===== config.mk =====
export PLATFORM = sky130hd
export DESIGN_NAME = lru_page_replacement
export DESIGN_NICKNAME = d
export VERILOG_FILES = /design/src/hdl/lrupr_pkg.sv /design/src/hdl/lru_page_replacement.sv /design/src/hdl/lrupr_mem.sv /design/src/hdl/lrupr_engine.sv
export SDC_FILE = /design/constraint.sdc
export NUM_CORES = 1
export LEC_CHECK = 0
export ABC_CLOCK_PERIOD_IN_PS = 3700
export BUFFER_PORTS_ARGS = -buffer_cell sky130_fd_sc_hd__buf_4
export CAP_MARGIN = 15
export CORE_ASPECT_RATIO = 2
export CORE_MARGIN = 2
export CORE_UTILIZATION = 48
export CTS_CLUSTER_DIAMETER = 80
export CTS_CLUSTER_SIZE = 14
export DETAILED_ROUTE_END_ITERATION = 8
export PLACE_DENSITY = 0.74
export SLEW_MARGIN = 20
export SYNTH_ARGS = -nofsm -noshare
export SYNTH_HDL_FRONTEND = slang
export SYNTH_HIERARCHICAL = 1
export SYNTH_SLANG_ARGS = --single-unit

===== constraint.sdc =====
create_clock -name clk -period 3.7 [get_ports clk]
set_clock_uncertainty 0.15 [all_clocks]
set_input_delay 1.11 -clock clk [delete_from_list [all_inputs] [get_ports clk]]
set_output_delay 1.11 -clock clk [all_outputs]
set_load 0.05 [all_outputs]

===== src/hdl/lrupr_pkg.sv =====
package lrupr_pkg;

  localparam int NFRAMES_DEF   = 8;
  localparam int PAGE_BITS_DEF = 20;
  localparam int CFG_W         = 4;
  localparam int SLOT_W        = 3;
  localparam int TOTAL_W       = 32;

  localparam logic [CFG_W-1:0]   FRAMES_RESET = 4'd8;
  localparam logic [TOTAL_W-1:0] TOTAL_MAX    = '1;

  // status of one finished reference, engine to output stage
  typedef struct packed {
    logic              hit;
    logic [SLOT_W-1:0] slot;
    logic              ev_valid;
  } lrupr_res_t;

endpackage


===== src/hdl/lru_page_replacement.sv =====
// lru page replacement unit
//
// input channel (in_valid / in_ready / page): one page reference per
// transaction. output channel (out_valid / out_ready): one result per
// reference, giving hit, the frame slot now holding the page, the evicted
// page on a replacement, and saturating fault and hit totals.
// configuration channel (cfg_valid / cfg_ready / frames_in_use): sets how many
// frames may be used; always ready, write it only while the block is idle.
//
// frame pages and recency ranks live in one synchronous ram; each reference
// makes a scan pass (one frame read per cycle), a decision cycle and a
// read-modify-write pass over the frames, each pass reading the frames in
// turn through the single read port of the frame ram; references are
// handled one at a time, and the next one is accepted only after the last
// one has finished.
//
// reset clears all frame valid bits, both totals and sets frames_in_use to 8.
// the next reference is accepted while a result still waits in the output
// register; when the receiver stalls, the following result is held inside
// until the output register frees up.
module lru_page_replacement import lrupr_pkg::*; #(
  parameter int NFRAMES   = NFRAMES_DEF,
  parameter int PAGE_BITS = PAGE_BITS_DEF
) (
  input  logic                 clk,
  input  logic                 rst,
  // configuration write
  input  logic                 cfg_valid,
  output logic                 cfg_ready,
  input  logic [CFG_W-1:0]     frames_in_use,
  // page reference in
  input  logic                 in_valid,
  output logic                 in_ready,
  input  logic [PAGE_BITS-1:0] page,
  // result out
  output logic                 out_valid,
  input  logic                 out_ready,
  output logic                 hit,
  output logic [SLOT_W-1:0]    slot,
  output logic                 evicted_valid,
  output logic [PAGE_BITS-1:0] evicted_page,
  output logic [TOTAL_W-1:0]   fault_count,
  output logic [TOTAL_W-1:0]   hit_count
);

  logic [CFG_W-1:0]     frames_reg;
  logic                 out_free;
  logic                 done;
  lrupr_res_t           res;
  logic [PAGE_BITS-1:0] ev_page;

  assign cfg_ready = 1'b1;
  // output register can take a new result when empty or being drained
  assign out_free  = !out_valid || out_ready;

  lrupr_engine #(
    .NFRAMES   (NFRAMES),
    .PAGE_BITS (PAGE_BITS)
  ) u_engine (
    .clk           (clk),
    .rst           (rst),
    .frames_in_use (frames_reg),
    .in_valid      (in_valid),
    .in_ready      (in_ready),
    .page          (page),
    .out_free      (out_free),
    .done          (done),
    .res           (res),
    .ev_page       (ev_page)
  );

  // configuration register, output valid and totals
  always_ff @(posedge clk) begin
    if (rst) begin
      frames_reg  <= FRAMES_RESET;
      out_valid   <= 1'b0;
      fault_count <= '0;
      hit_count   <= '0;
    end else begin
      if (cfg_valid && cfg_ready) begin
        frames_reg <= frames_in_use;
      end
      if (done) begin
        out_valid <= 1'b1;
        // totals move only with a new result, so they hold while stalled
        if (res.hit) begin
          if (hit_count != TOTAL_MAX) begin
            hit_count <= hit_count + TOTAL_W'(1);
          end
        end else if (fault_count != TOTAL_MAX) begin
          fault_count <= fault_count + TOTAL_W'(1);
        end
      end else if (out_ready) begin
        out_valid <= 1'b0;
      end
    end
  end

  // result payload
  always_ff @(posedge clk) begin
    if (done) begin
      hit           <= res.hit;
      slot          <= res.slot;
      evicted_valid <= res.ev_valid;
      evicted_page  <= ev_page;
    end
  end

endmodule


===== src/hdl/lrupr_mem.sv =====
module lrupr_mem import lrupr_pkg::*; #(
  parameter int DEPTH = NFRAMES_DEF,
  parameter int AW    = 3,
  parameter int DW    = PAGE_BITS_DEF + 3
) (
  input  logic          clk,
  input  logic          rd_en,
  input  logic [AW-1:0] rd_addr,
  output logic [DW-1:0] rd_data,
  input  logic          wr_en,
  input  logic [AW-1:0] wr_addr,
  input  logic [DW-1:0] wr_data
);

  logic [DW-1:0] ram [DEPTH];

  always_ff @(posedge clk) begin
    if (wr_en) begin
      ram[wr_addr] <= wr_data;
    end
    if (rd_en) begin
      rd_data <= ram[rd_addr];
    end
  end

endmodule


===== src/hdl/lrupr_engine.sv =====
module lrupr_engine import lrupr_pkg::*; #(
  parameter int NFRAMES   = NFRAMES_DEF,
  parameter int PAGE_BITS = PAGE_BITS_DEF
) (
  input  logic                 clk,
  input  logic                 rst,
  input  logic [CFG_W-1:0]     frames_in_use,
  input  logic                 in_valid,
  output logic                 in_ready,
  input  logic [PAGE_BITS-1:0] page,
  input  logic                 out_free,
  output logic                 done,
  output lrupr_res_t           res,
  output logic [PAGE_BITS-1:0] ev_page
);

  localparam int IW = (NFRAMES > 1) ? $clog2(NFRAMES) : 1;
  localparam int RW = IW;
  localparam int CW = $clog2(NFRAMES + 1);
  localparam int DW = PAGE_BITS + RW;
  localparam int LW = (CW > CFG_W) ? CW : CFG_W;
  localparam logic [CW-1:0] N_C = CW'(NFRAMES);
  localparam logic [LW-1:0] N_L = LW'(NFRAMES);

  typedef enum logic [4:0] {
    ST_IDLE   = 5'b00001,
    ST_SCAN   = 5'b00010,
    ST_DECIDE = 5'b00100,
    ST_UPDATE = 5'b01000,
    ST_FINISH = 5'b10000
  } state_t;

  state_t state, state_next;

  logic [CW-1:0]        cnt;
  logic                 rd_vld;
  logic [IW-1:0]        rd_q;
  logic [NFRAMES-1:0]   vbits;

  logic [PAGE_BITS-1:0] pg;
  logic                 found;
  logic [IW-1:0]        hit_slot;
  logic [RW-1:0]        hit_rank;
  logic [CW-1:0]        count;
  logic                 free_any;
  logic [IW-1:0]        free_slot;
  logic                 vic_any;
  logic [IW-1:0]        vic_slot;
  logic [RW-1:0]        worst;
  logic [PAGE_BITS-1:0] vic_page;
  logic [IW-1:0]        tgt;
  logic [RW-1:0]        old_rank;
  logic                 all_older;

  // memory port signals
  logic                 mem_rd_en;
  logic [DW-1:0]        mem_rd_data;
  logic                 mem_wr_en;
  logic [DW-1:0]        mem_wr_data;
  logic [PAGE_BITS-1:0] rd_page;
  logic [RW-1:0]        rd_rank;

  // decision logic
  logic [LW-1:0]        lim;
  logic                 is_fill;
  logic [IW-1:0]        tgt_next;
  logic [IW+SLOT_W-1:0] tgt_ext;

  lrupr_mem #(
    .DEPTH (NFRAMES),
    .AW    (IW),
    .DW    (DW)
  ) u_mem (
    .clk     (clk),
    .rd_en   (mem_rd_en),
    .rd_addr (cnt[IW-1:0]),
    .rd_data (mem_rd_data),
    .wr_en   (mem_wr_en),
    .wr_addr (rd_q),
    .wr_data (mem_wr_data)
  );

  assign rd_page = mem_rd_data[DW-1:RW];
  assign rd_rank = mem_rd_data[RW-1:0];

  assign in_ready  = (state == ST_IDLE);
  assign mem_rd_en = ((state == ST_SCAN) || (state == ST_UPDATE)) && (cnt < N_C);
  assign done      = (state == ST_FINISH) && out_free;

  // rank update pass: target goes to rank 0, younger valid frames (all valid frames on a fill) age by one
  always_comb begin
    mem_wr_en   = 1'b0;
    mem_wr_data = {rd_page, rd_rank + RW'(1)};
    if ((state == ST_UPDATE) && rd_vld) begin
      if (rd_q == tgt) begin
        mem_wr_en   = 1'b1;
        mem_wr_data = {pg, {RW{1'b0}}};
      end else if (vbits[rd_q] && (all_older || (rd_rank < old_rank))) begin
        mem_wr_en = 1'b1;
      end
    end
  end

  always_comb begin
    lim = (frames_in_use == '0) ? LW'(1) : LW'(frames_in_use);
    if (lim > N_L) begin
      lim = N_L;
    end
    is_fill = !found && (LW'(count) < lim);
    if (found) begin
      tgt_next = hit_slot;
    end else if (is_fill) begin
      tgt_next = free_slot;
    end else begin
      tgt_next = vic_slot;
    end
    tgt_ext = {{SLOT_W{1'b0}}, tgt_next};
  end

  always_comb begin
    state_next = state;
    unique case (state)
      ST_IDLE:   if (in_valid) state_next = ST_SCAN;
      ST_SCAN:   if (cnt == N_C) state_next = ST_DECIDE;
      ST_DECIDE: state_next = ST_UPDATE;
      ST_UPDATE: if (cnt == N_C) state_next = ST_FINISH;
      ST_FINISH: if (out_free) state_next = ST_IDLE;
      default:   state_next = ST_IDLE;
    endcase
  end

  // control state
  always_ff @(posedge clk) begin
    if (rst) begin
      state  <= ST_IDLE;
      rd_vld <= 1'b0;
      vbits  <= '0;
    end else begin
      state  <= state_next;
      rd_vld <= mem_rd_en;
      if ((state == ST_DECIDE) && is_fill) begin
        vbits[tgt_next] <= 1'b1;
      end
    end
  end

  // datapath registers
  always_ff @(posedge clk) begin
    rd_q <= cnt[IW-1:0];
    if (mem_rd_en) begin
      cnt <= cnt + CW'(1);
    end
    unique case (state)
      ST_IDLE: begin
        cnt      <= '0;
        pg       <= page;
        found    <= 1'b0;
        count    <= '0;
        free_any <= 1'b0;
        vic_any  <= 1'b0;
      end
      ST_SCAN: begin
        if (rd_vld) begin
          if (vbits[rd_q]) begin
            count <= count + CW'(1);
            if (!found && (rd_page == pg)) begin
              found    <= 1'b1;
              hit_slot <= rd_q;
              hit_rank <= rd_rank;
            end
            if (!vic_any || (rd_rank > worst)) begin
              vic_any  <= 1'b1;
              vic_slot <= rd_q;
              worst    <= rd_rank;
              vic_page <= rd_page;
            end
          end else if (!free_any) begin
            free_any  <= 1'b1;
            free_slot <= rd_q;
          end
        end
      end
      ST_DECIDE: begin
        cnt          <= '0;
        tgt          <= tgt_next;
        old_rank     <= found ? hit_rank : worst;
        all_older    <= is_fill;
        res.hit      <= found;
        res.slot     <= tgt_ext[SLOT_W-1:0];
        res.ev_valid <= !found && !is_fill;
        ev_page      <= (!found && !is_fill) ? vic_page : '0;
      end
      ST_UPDATE: begin
      end
      ST_FINISH: begin
      end
      default: begin
      end
    endcase
  end

endmodule

==> results.yml, run 1 <==
critical_path:
  cp-end-kind: "output port"
  cp_max_fo: 8
  r2r_slack_ps: 440
  r2r_cells: 7
  cpPeakStageDelay_ps: 430
  slowest_stage: "inv_1"
  start_kind: "flop"
  cp_top_family: "buffers and inverters"
  r2r-start: "u_engine/state[3]"
  crit_buf_inv: 2
  critPathCapture: "in_ready"
  r2r_end: "fault_count[30]"
  required_ps: 2440
  crit_type: "flop to output port"
  worst-path-stages: 4
  arrival_ps: 2050
  critPathLaunch: "u_engine/state[3]"
  crit_chain: "nor3_1 > nand3b_1 > inv_1 > buf_4"
synth:
  synth.most_common_cell: "edfxtp_1"
  syn_nets: 1128
  synth_cell_type_count: 72
  synthXorXnorAreaFrac_pct: 2.42
  synthMuxAreaShare_pct: 11.7
  syn_avg_cell_area_sq_um: 15.7
  synth-edff-count: 323
  yosys.area_share.simple_pct: 10.1
  synth_top_family_by_area: "multiplexers"
  synth_common_cells: "edfxtp_1, dfxtp_1, nor2_1"
  synth_area_leader_cell: "edfxtp_1"
  syn_area_sq_um: 17000
  synth-compound-area-share_pct: 4.58
  synth_seq_cells: 413
  yosys.area.top_type_share_pct: 57.1
  ys_seq_area_share_pct: 67.7
  synth_cells: 1085
  yosys_warnings: 6
  synthFlopType: "edfxtp_1"
  synth_fa_ha_area_share_pct: 1.03
  async_flop_share_pct: 0
  synth.area.top_cells: "edfxtp_1, dfxtp_1, mux4_1"
placed_design:
  hpwl_um: 23500
  place.gp.congestion: 0.824
  numPlacedInstances: 1621
  place_ws_ps: 198
  placed_cell_area_sq_um: 18400
  port_buffers: 119
finish:
  stdcell_count: 1676
  fin_nets: 1256
  num_antenna_cells: 0
  syn2layout_area_growth_pct: 14.0
  final_core_util_pct: 55.4
  top_regs: "u_engine/u_mem/ram: 184 flops, fault_count: 32 flops, hit_count: 32 flops"
  largest_reg_flops: 184
  final_area_sq_um: 19400
  largest-register: "u_engine/u_mem/ram"
  drive_gt1_share_pct: 22.2
timing:
  final.period_utilization_pct: 89.3
  final-hold-violation-count: 0
  worst_slew_pin_slew_ps: 1000
  setup_viol: 0
  slew_violations: 0
  relSlewSlack_pct: 33.0
  hold_slack_ps: 263
  rsz0062_at_grt: "false"
  final.setup.worst_slack_ps: 395
  period_needed_ps: 3310
  fmax_mhz: 303
  fin_tns_setup_ps: 0
job:
  drv_cap: 0
clock_network:
  cts-hold-fix-buffers: 0
  cts.sink_count: 413
  cts-root-buf: "clkbuf_16"
  cts_setup_buffers: 0
  numCtsBuffers: 35
  clockBufferDepth: 3
  cts.reportedPaths.clkPinSlew_ps: 70
  cts.repair.resized: 0
  clk_latency_ps: 540
  cts_tree: "yes"
  htree_levels: 2
drt:
  drc: 0
  drt-total-wl_um: 35900
  vias: 9733
  drtIter0Drc: 415
  drt_first_pass_iters: 5
  viasPerCell: 5.81
  wl_per_cell_um: 21.4
  ant_nets: 0
die:
  io_pins: 121
  num_rows: 97
  start_util_pct: 48.6
  die_area_sq_um: 37000
  fp.dieH_um: 270
  die_w_um: 137
  core_area_sq_um: 35000
global_routing:
  grt-ovfl-total: 0
  grt_pass1_wl_um: 55000
  antenna_found_initial: 0
  grt_max_degree: 93
  grt.total_usage_pct: 19.5
  grt_pass1_vias: 9889
power:
  power_mw: 8.99
  max-vdd-ir-drop_mv: 0.398
  p_leak_nw: 6.48
  p_per_area_nw_per_um2: 464
run_status:
  status: "completed"
min_path:
  hp-class: "flop to flop"
[cell families after synthesis]
group	count (synthesis)
AOI/OAI and AO/OA	124
xor gates and xnor gates	47
adders and majority gates	14
buffers and inverters	77
DFF	413
muxes	111
other	1
and+or+nand+nor	298
[area by class of cell]
type                    count  area (sq um)
clock buffers              51           936
clock inverters             4          63.8
fillers                  2761         15600
inverters                  31           116
multi-input cells         595          5150
flip-flops and latches    413         11500
well taps                 445           557
repair buffers            137          1040
[worst register-to-register path, cell delays in order, from the launching register on]
cell      delay [ps]
dfxtp_1          360
nor4_1           640
and3_2           410
nand2b_1         100
or2_4            330
or3_1            510
nor4_1           260
mux2_2           370
[cells in the final DEF (no fill, tap or decap), types with 17 or more instances in the layout]
cell	n
edfxtp_1	323
buf_4	136
dfxtp_1	88
nor2_1	54
a21oi_1	45
xnor2_1	43
nand2_1	41
mux4_1	37
mux2_2	36
clkbuf_16	35
inv_1	29
and2_1	28
nand3_1	23
o21ai_0	23
o31ai_1	22
or4_1	21
nand4_1	21
mux2_4	17
[layer usage]
layer	GRT usage [%]	share of wire (%)	vias up	wire length [um]
met5	0	0	-	0
met4	7.65	3.5	0	1250
met3	2.67	4.0	80	1440
met2	37.4	57	277	20300
met1	20.9	36	4903	12900
li1	-	-	4473	-
[power breakdown]
group	internal (mW)	total [mW]	switching, mW
sequential	5.09	5.17	0.0814
clock	1.77	3.36	1.59
combinational	0.196	0.458	0.261
[worst min path at each step]
| stage | start | end | depth (start not counted) |
|---|---|---|---|
| global route | u_engine/ev_page[16] | evicted_page[16] | 0 |
| finish | u_engine/ev_page[17] | evicted_page[17] | 0 |
| floorplan | u_engine/cnt[2] | u_engine/rd_q[2] | 0 |
| detailed placement | u_engine/ev_page[16] | evicted_page[16] | 0 |
| CTS | u_engine/ev_page[16] | evicted_page[16] | 0 |
| global placement | u_engine/ev_page[8] | evicted_page[8] | 0 |
(Power assumes the default switching activity.)
==> inputs of run 2 (changes only) <==
--- a/config.mk
+++ b/config.mk
@@ -15,6 +15,7 @@
 export CTS_CLUSTER_SIZE = 14
 export DETAILED_ROUTE_END_ITERATION = 8
 export PLACE_DENSITY = 0.74
+export RECOVER_POWER = 25
 export SLEW_MARGIN = 20
 export SYNTH_ARGS = -nofsm -noshare
 export SYNTH_HDL_FRONTEND = slang
==> run 2 against run 1 <==
The run now ends with max-capacitance violations, max-slew violations left. Via count down 0.39%. Die area stayed put. Clock power about the same. Sequential share of layout area up 0.14 points. Combinational power decreased by 2%. First-iteration DRC count grew 3.6%. Sequential power barely moved. Critical path type is now flop to flop.
==> results.yml, run 2 (synthesized netlist as in run 1, its figures left out) <==
finish:
  final_area_sq_um: 19300
  final_common_cell: "edfxtp_1"
  layout_common_cells: "edfxtp_1, buf_4, dfxtp_1"
  register_area_sq_um: 11500
  largest_reg_flops: 184
  multiInputGateArea_sq_um: 5140
  largest-register: "u_engine/u_mem/ram"
  drive_gt1_share_pct: 21.4
  top_regs: "u_engine/u_mem/ram: 184 flops, fault_count: 32 flops, hit_count: 32 flops"
  num-fill-cells: 2776
  fin_nets: 1256
  final_core_util_pct: 55.3
  syn2layout_area_growth_pct: 13.7
  num_antenna_cells: 0
timing:
  period_needed_ps: 3370
  setup_viol: 0
  worst_slew_pin_slew_ps: 2030
  hold_slack_ps: 263
  fmax_mhz: 297
  fin_tns_setup_ps: 0
  rsz0062_at_grt: "false"
  slew_violations: 231
  final-hold-violation-count: 0
  relSlewSlack_pct: -35.0
  final.setup.worst_slack_ps: 331
  final.period_utilization_pct: 91.1
placed_design:
  place.gp.congestion: 0.824
  place_ws_ps: 198
  placed_cell_area_sq_um: 18400
  port_buffers: 119
  hpwl_um: 23500
drt:
  vias: 9695
  drt_first_pass_iters: 7
  ant_nets: 0
  drc: 0
  viasPerCell: 5.78
  drt-total-wl_um: 35800
  drtIter0Drc: 430
  wl_per_cell_um: 21.4
global_routing:
  grt_pass1_vias: 9889
  grt-ovfl-total: 0
  grt_max_degree: 93
  grt_pass1_wl_um: 55000
  grt.total_usage_pct: 19.5
  antenna_found_initial: 0
run_status:
  status: "finished, violations left"
  violations: "max-capacitance violations, max-slew violations"
clock_network:
  cts_tree: "yes"
  cts-root-buf: "clkbuf_16"
  htree_levels: 2
  cts_setup_buffers: 0
  numCtsBuffers: 35
  cts.repair.resized: 0
  cts.reportedPaths.clkPinSlew_ps: 70
  clockBufferDepth: 3
  cts-hold-fix-buffers: 0
  clk_latency_ps: 540
  cts.sink_count: 413
critical_path:
  cp-end-kind: "flop"
  cpPeakStageDelay_ps: 660
  required_ps: 3970
  r2r_slack_ps: 330
  r2r_cells: 7
  start_kind: "flop"
  slowest_stage: "nor4_1"
  crit_chain: "nor4_1 > and3_1 > nand2b_1 > or2_4 > or3_1 > nor4_1 > mux2_2"
  r2r-start: "u_engine/state[3]"
  cp_max_fo: 15
  crit_buf_inv: 0
  crit_type: "flop to flop"
  arrival_ps: 3630
  r2r_end: "fault_count[30]"
  crit_top_cell: "nor4_1"
  cp_top_family: "simple AND/OR/NAND/NOR gates"
die:
  die_area_sq_um: 37000
  start_util_pct: 48.6
  fp.dieH_um: 270
  die_w_um: 137
  num_rows: 97
  io_pins: 121
  core_area_sq_um: 35000
power:
  p_per_area_nw_per_um2: 465
  pwr-share-seq_pct: 57.6
  power_switching_mw: 1.93
  p_comb_share_pct: 5.0
  swShare_pct: 21.5
  cellInternalPower_mw: 7.05
  p_leak_nw: 6.45
  max-vdd-ir-drop_mv: 0.396
  power_frac_clock_pct: 37.4
min_path:
  hp-class: "flop to flop"
  holdPathEnd: "evicted_page[17]"
  whs_path_depth: 0
  hold_start: "u_engine/ev_page[17]"
job:
  drv_cap: 5
==> run 2: cell count changes in the layout (fill, tap and decap cells not counted), sizes merged <==
| cell | change |
|---|---|
| clkbuf | +27 |
| buf | -27 |
==> run 2: power groups by stage <==
stage	registers, mW	clock network, mW	logic, mW
finish	5.17	3.36	0.448
global route	5.18	3.60	0.491
CTS	5.17	3.44	0.466
detailed placement	5.27	0	0.464
global placement	5.26	0	0.450
floorplan	5.23	0	0.328
==> run 2: worst max-delay path by stage <==
stage | from | to | cells after the start
after floorplan | u_engine/u_mem/rd_data[1] | u_engine/u_mem/ram[4][0] | 7
after global placement | out_ready | fault_count[28] | 8
after detailed placement | out_ready | fault_count[30] | 8
after CTS | u_engine/state[3] | in_ready | 4
after global routing | u_engine/state[3] | fault_count[30] | 7
final | u_engine/state[3] | fault_count[30] | 7
==> run 2: cell type report <==
| class | count | share of cell area [%] |
|---|---|---|
| sequential | 413 | 59.5 |
| inverter | 31 | 0.602 |
| tap | 445 | 2.88 |
| multi-input combinational | 595 | 26.6 |
| timing repair buffer | 137 | 5.20 |
| clock inverter | 4 | 0.330 |
| clock buffer | 51 | 4.84 |
==> run 2: routing by layer <==
layer,wire length [um],global-route usage [%],part of all wire [%]
met2,20400,37.4,57
met5,0,0,0
met3,1440,2.67,4.0
met1,12800,20.9,36
met4,1210,7.65,3.4
==> run 2: through the flow <==
stage,power [mW],instances
finish,8.98,1676
global route,9.26,1676
CTS,9.08,1676
detailed placement,5.74,1621
global placement,5.71,1621
floorplan,5.56,1085
==> run 2: worst register-to-register path: cells and delay by family (launching register included) <==
kind	cells	cell delay, ps
and+or+nand+nor	6	2360
muxes	1	370
DFF	1	360
==> inputs of run 3 (changes only) <==
==> constraint.sdc (replaced) <==
create_clock -name clk -period 3.7 [get_ports clk]
set_clock_uncertainty 0.15 [all_clocks]
set_input_delay 0.185 -clock clk [delete_from_list [all_inputs] [get_ports clk]]
set_output_delay 0.185 -clock clk [all_outputs]
set_load 0.05 [all_outputs]
==> run 3 against run 2 <==
Critical path type unchanged. The run still ends with max-capacitance violations, max-slew violations left. Clock power hardly changed. Core utilization about the same. Cell area hardly changed. Worst setup slack gained 330 ps.
==> results.yml, run 3 (synthesized netlist as in run 1, its figures left out) <==
clock_network:
  cts.repair.resized: 0
  cts.sink_count: 413
  clk_latency_ps: 530
  clockBufferDepth: 3
  htree_levels: 2
  cts.reportedPaths.clkPinSlew_ps: 70
  cts-root-buf: "clkbuf_16"
  numCtsBuffers: 35
  cts_tree: "yes"
placed_design:
  hpwl_um: 23400
  numPlacedInstances: 1627
  place_ws_ps: 784
  port_buffers: 119
  place.gp.congestion: 0.827
  placed_cell_area_sq_um: 18400
die:
  core_area_sq_um: 35000
  io_pins: 121
  num_rows: 97
  start_util_pct: 48.6
  die_area_sq_um: 37000
  fp.dieH_um: 270
  die_w_um: 137
global_routing:
  grt_pass1_wl_um: 54800
  grt_pass1_vias: 9986
  grt_max_degree: 93
  grt.total_usage_pct: 19.3
  antenna_found_initial: 0
  grt-ovfl-total: 0
finish:
  largest-register: "u_engine/u_mem/ram"
  final_common_cell: "edfxtp_1"
  drive_gt1_share_pct: 14.0
  fin_nets: 1292
  largest_reg_flops: 184
  syn2layout_area_growth_pct: 13.6
  top_regs: "u_engine/u_mem/ram: 184 flops, fault_count: 32 flops, hit_count: 32 flops"
  layout_common_cells: "edfxtp_1, clkbuf_1, dfxtp_1"
  final_core_util_pct: 55.2
  num_antenna_cells: 0
  stdcell_count: 1712
  final_area_sq_um: 19300
run_status:
  violations: "max-capacitance violations, max-slew violations"
  status: "finished, violations left"
timing:
  fmax_mhz: 329
  period_needed_ps: 3030
  final.period_utilization_pct: 82.0
  fin_tns_setup_ps: 0
  final.setup.worst_slack_ps: 665
  hold_slack_ps: 119
  worst_slew_pin_slew_ps: 1920
  setup_viol: 0
  slew_violations: 85
  final-hold-violation-count: 0
  rsz0062_at_grt: "false"
  relSlewSlack_pct: -28.0
power:
  p_per_area_nw_per_um2: 467
  p_leak_nw: 6.23
  power_mw: 9.02
  max-vdd-ir-drop_mv: 0.416
critical_path:
  crit_type: "flop to flop"
  start_kind: "flop"
  required_ps: 3960
  arrival_ps: 3300
  cp-end-kind: "flop"
  cp_max_fo: 26
job:
  drv_cap: 3
drt:
  drtIter0Drc: 599
  drt-total-wl_um: 35500
  ant_nets: 0
  drt_first_pass_iters: 5
  vias: 9892
  drc: 0
  wl_per_cell_um: 20.7
  viasPerCell: 5.78
min_path:
  hp-class: "primary input to flop"
-- run 3: cell types whose count changed in the layout (fill, tap and decap cells not counted), moves of 2 or more --
cell	delta
clkbuf_1	+92
buf_4	-85
dlygate4sd3_1	+30
nor2_4	-6
nor2_2	+6
clkbuf_2	-2
clkbuf_16	+2
-- run 3: worst max-delay path, cell delays in order, from the launching register on --
cell and delay (ps):
dfxtp_1 340, or3_1 470, nor3_2 180, clkbuf_1 1360, nand2_1 170, xor2_1 200
nor2_1 50
-- run 3: area by class of cell --
type                    count  area (sq um)
repair buffers            173          1030
clock buffers              54           990
multi-input cells         595          5100
fillers                  2817         15700
well taps                 445           557
inverters                  31           116
clock inverters             1          8.76
flip-flops and latches    413         11500
-- run 3: path summary, 6_finish.rpt --
path                     start         endpoint  slack [ps]  depth (start not counted)
max          u_engine/state[2]  u_engine/cnt[2]         670                          6
min                        rst    hit_count[12]         120                          2
max reg2reg  u_engine/state[2]  u_engine/cnt[2]         670                          6
min reg2reg    u_engine/res[0]    evicted_valid         270                          0
-- run 3: power breakdown --
part	total, mW	switching, mW	internal [mW]
logic	0.460	0.250	0.210
registers	5.18	0.0868	5.09
clock network	3.39	1.55	1.84
total	9.02	1.89	7.14
-- run 3: timing repair --
item,in CTS,in global routing
hold endpoints to repair,28,0
hold buffers,30,0
setup buffers,0,0
endpoints found under the setup margin,0,0
-- run 3: routing by layer --
layer | up-vias | track usage [%] | wire [um]
met5 | - | 0 | 0
met4 | 0 | 7.95 | 1360
met3 | 77 | 2.67 | 1600
met2 | 301 | 36.4 | 19900
met1 | 4975 | 21.0 | 12700
li1 | 4539 | - | -
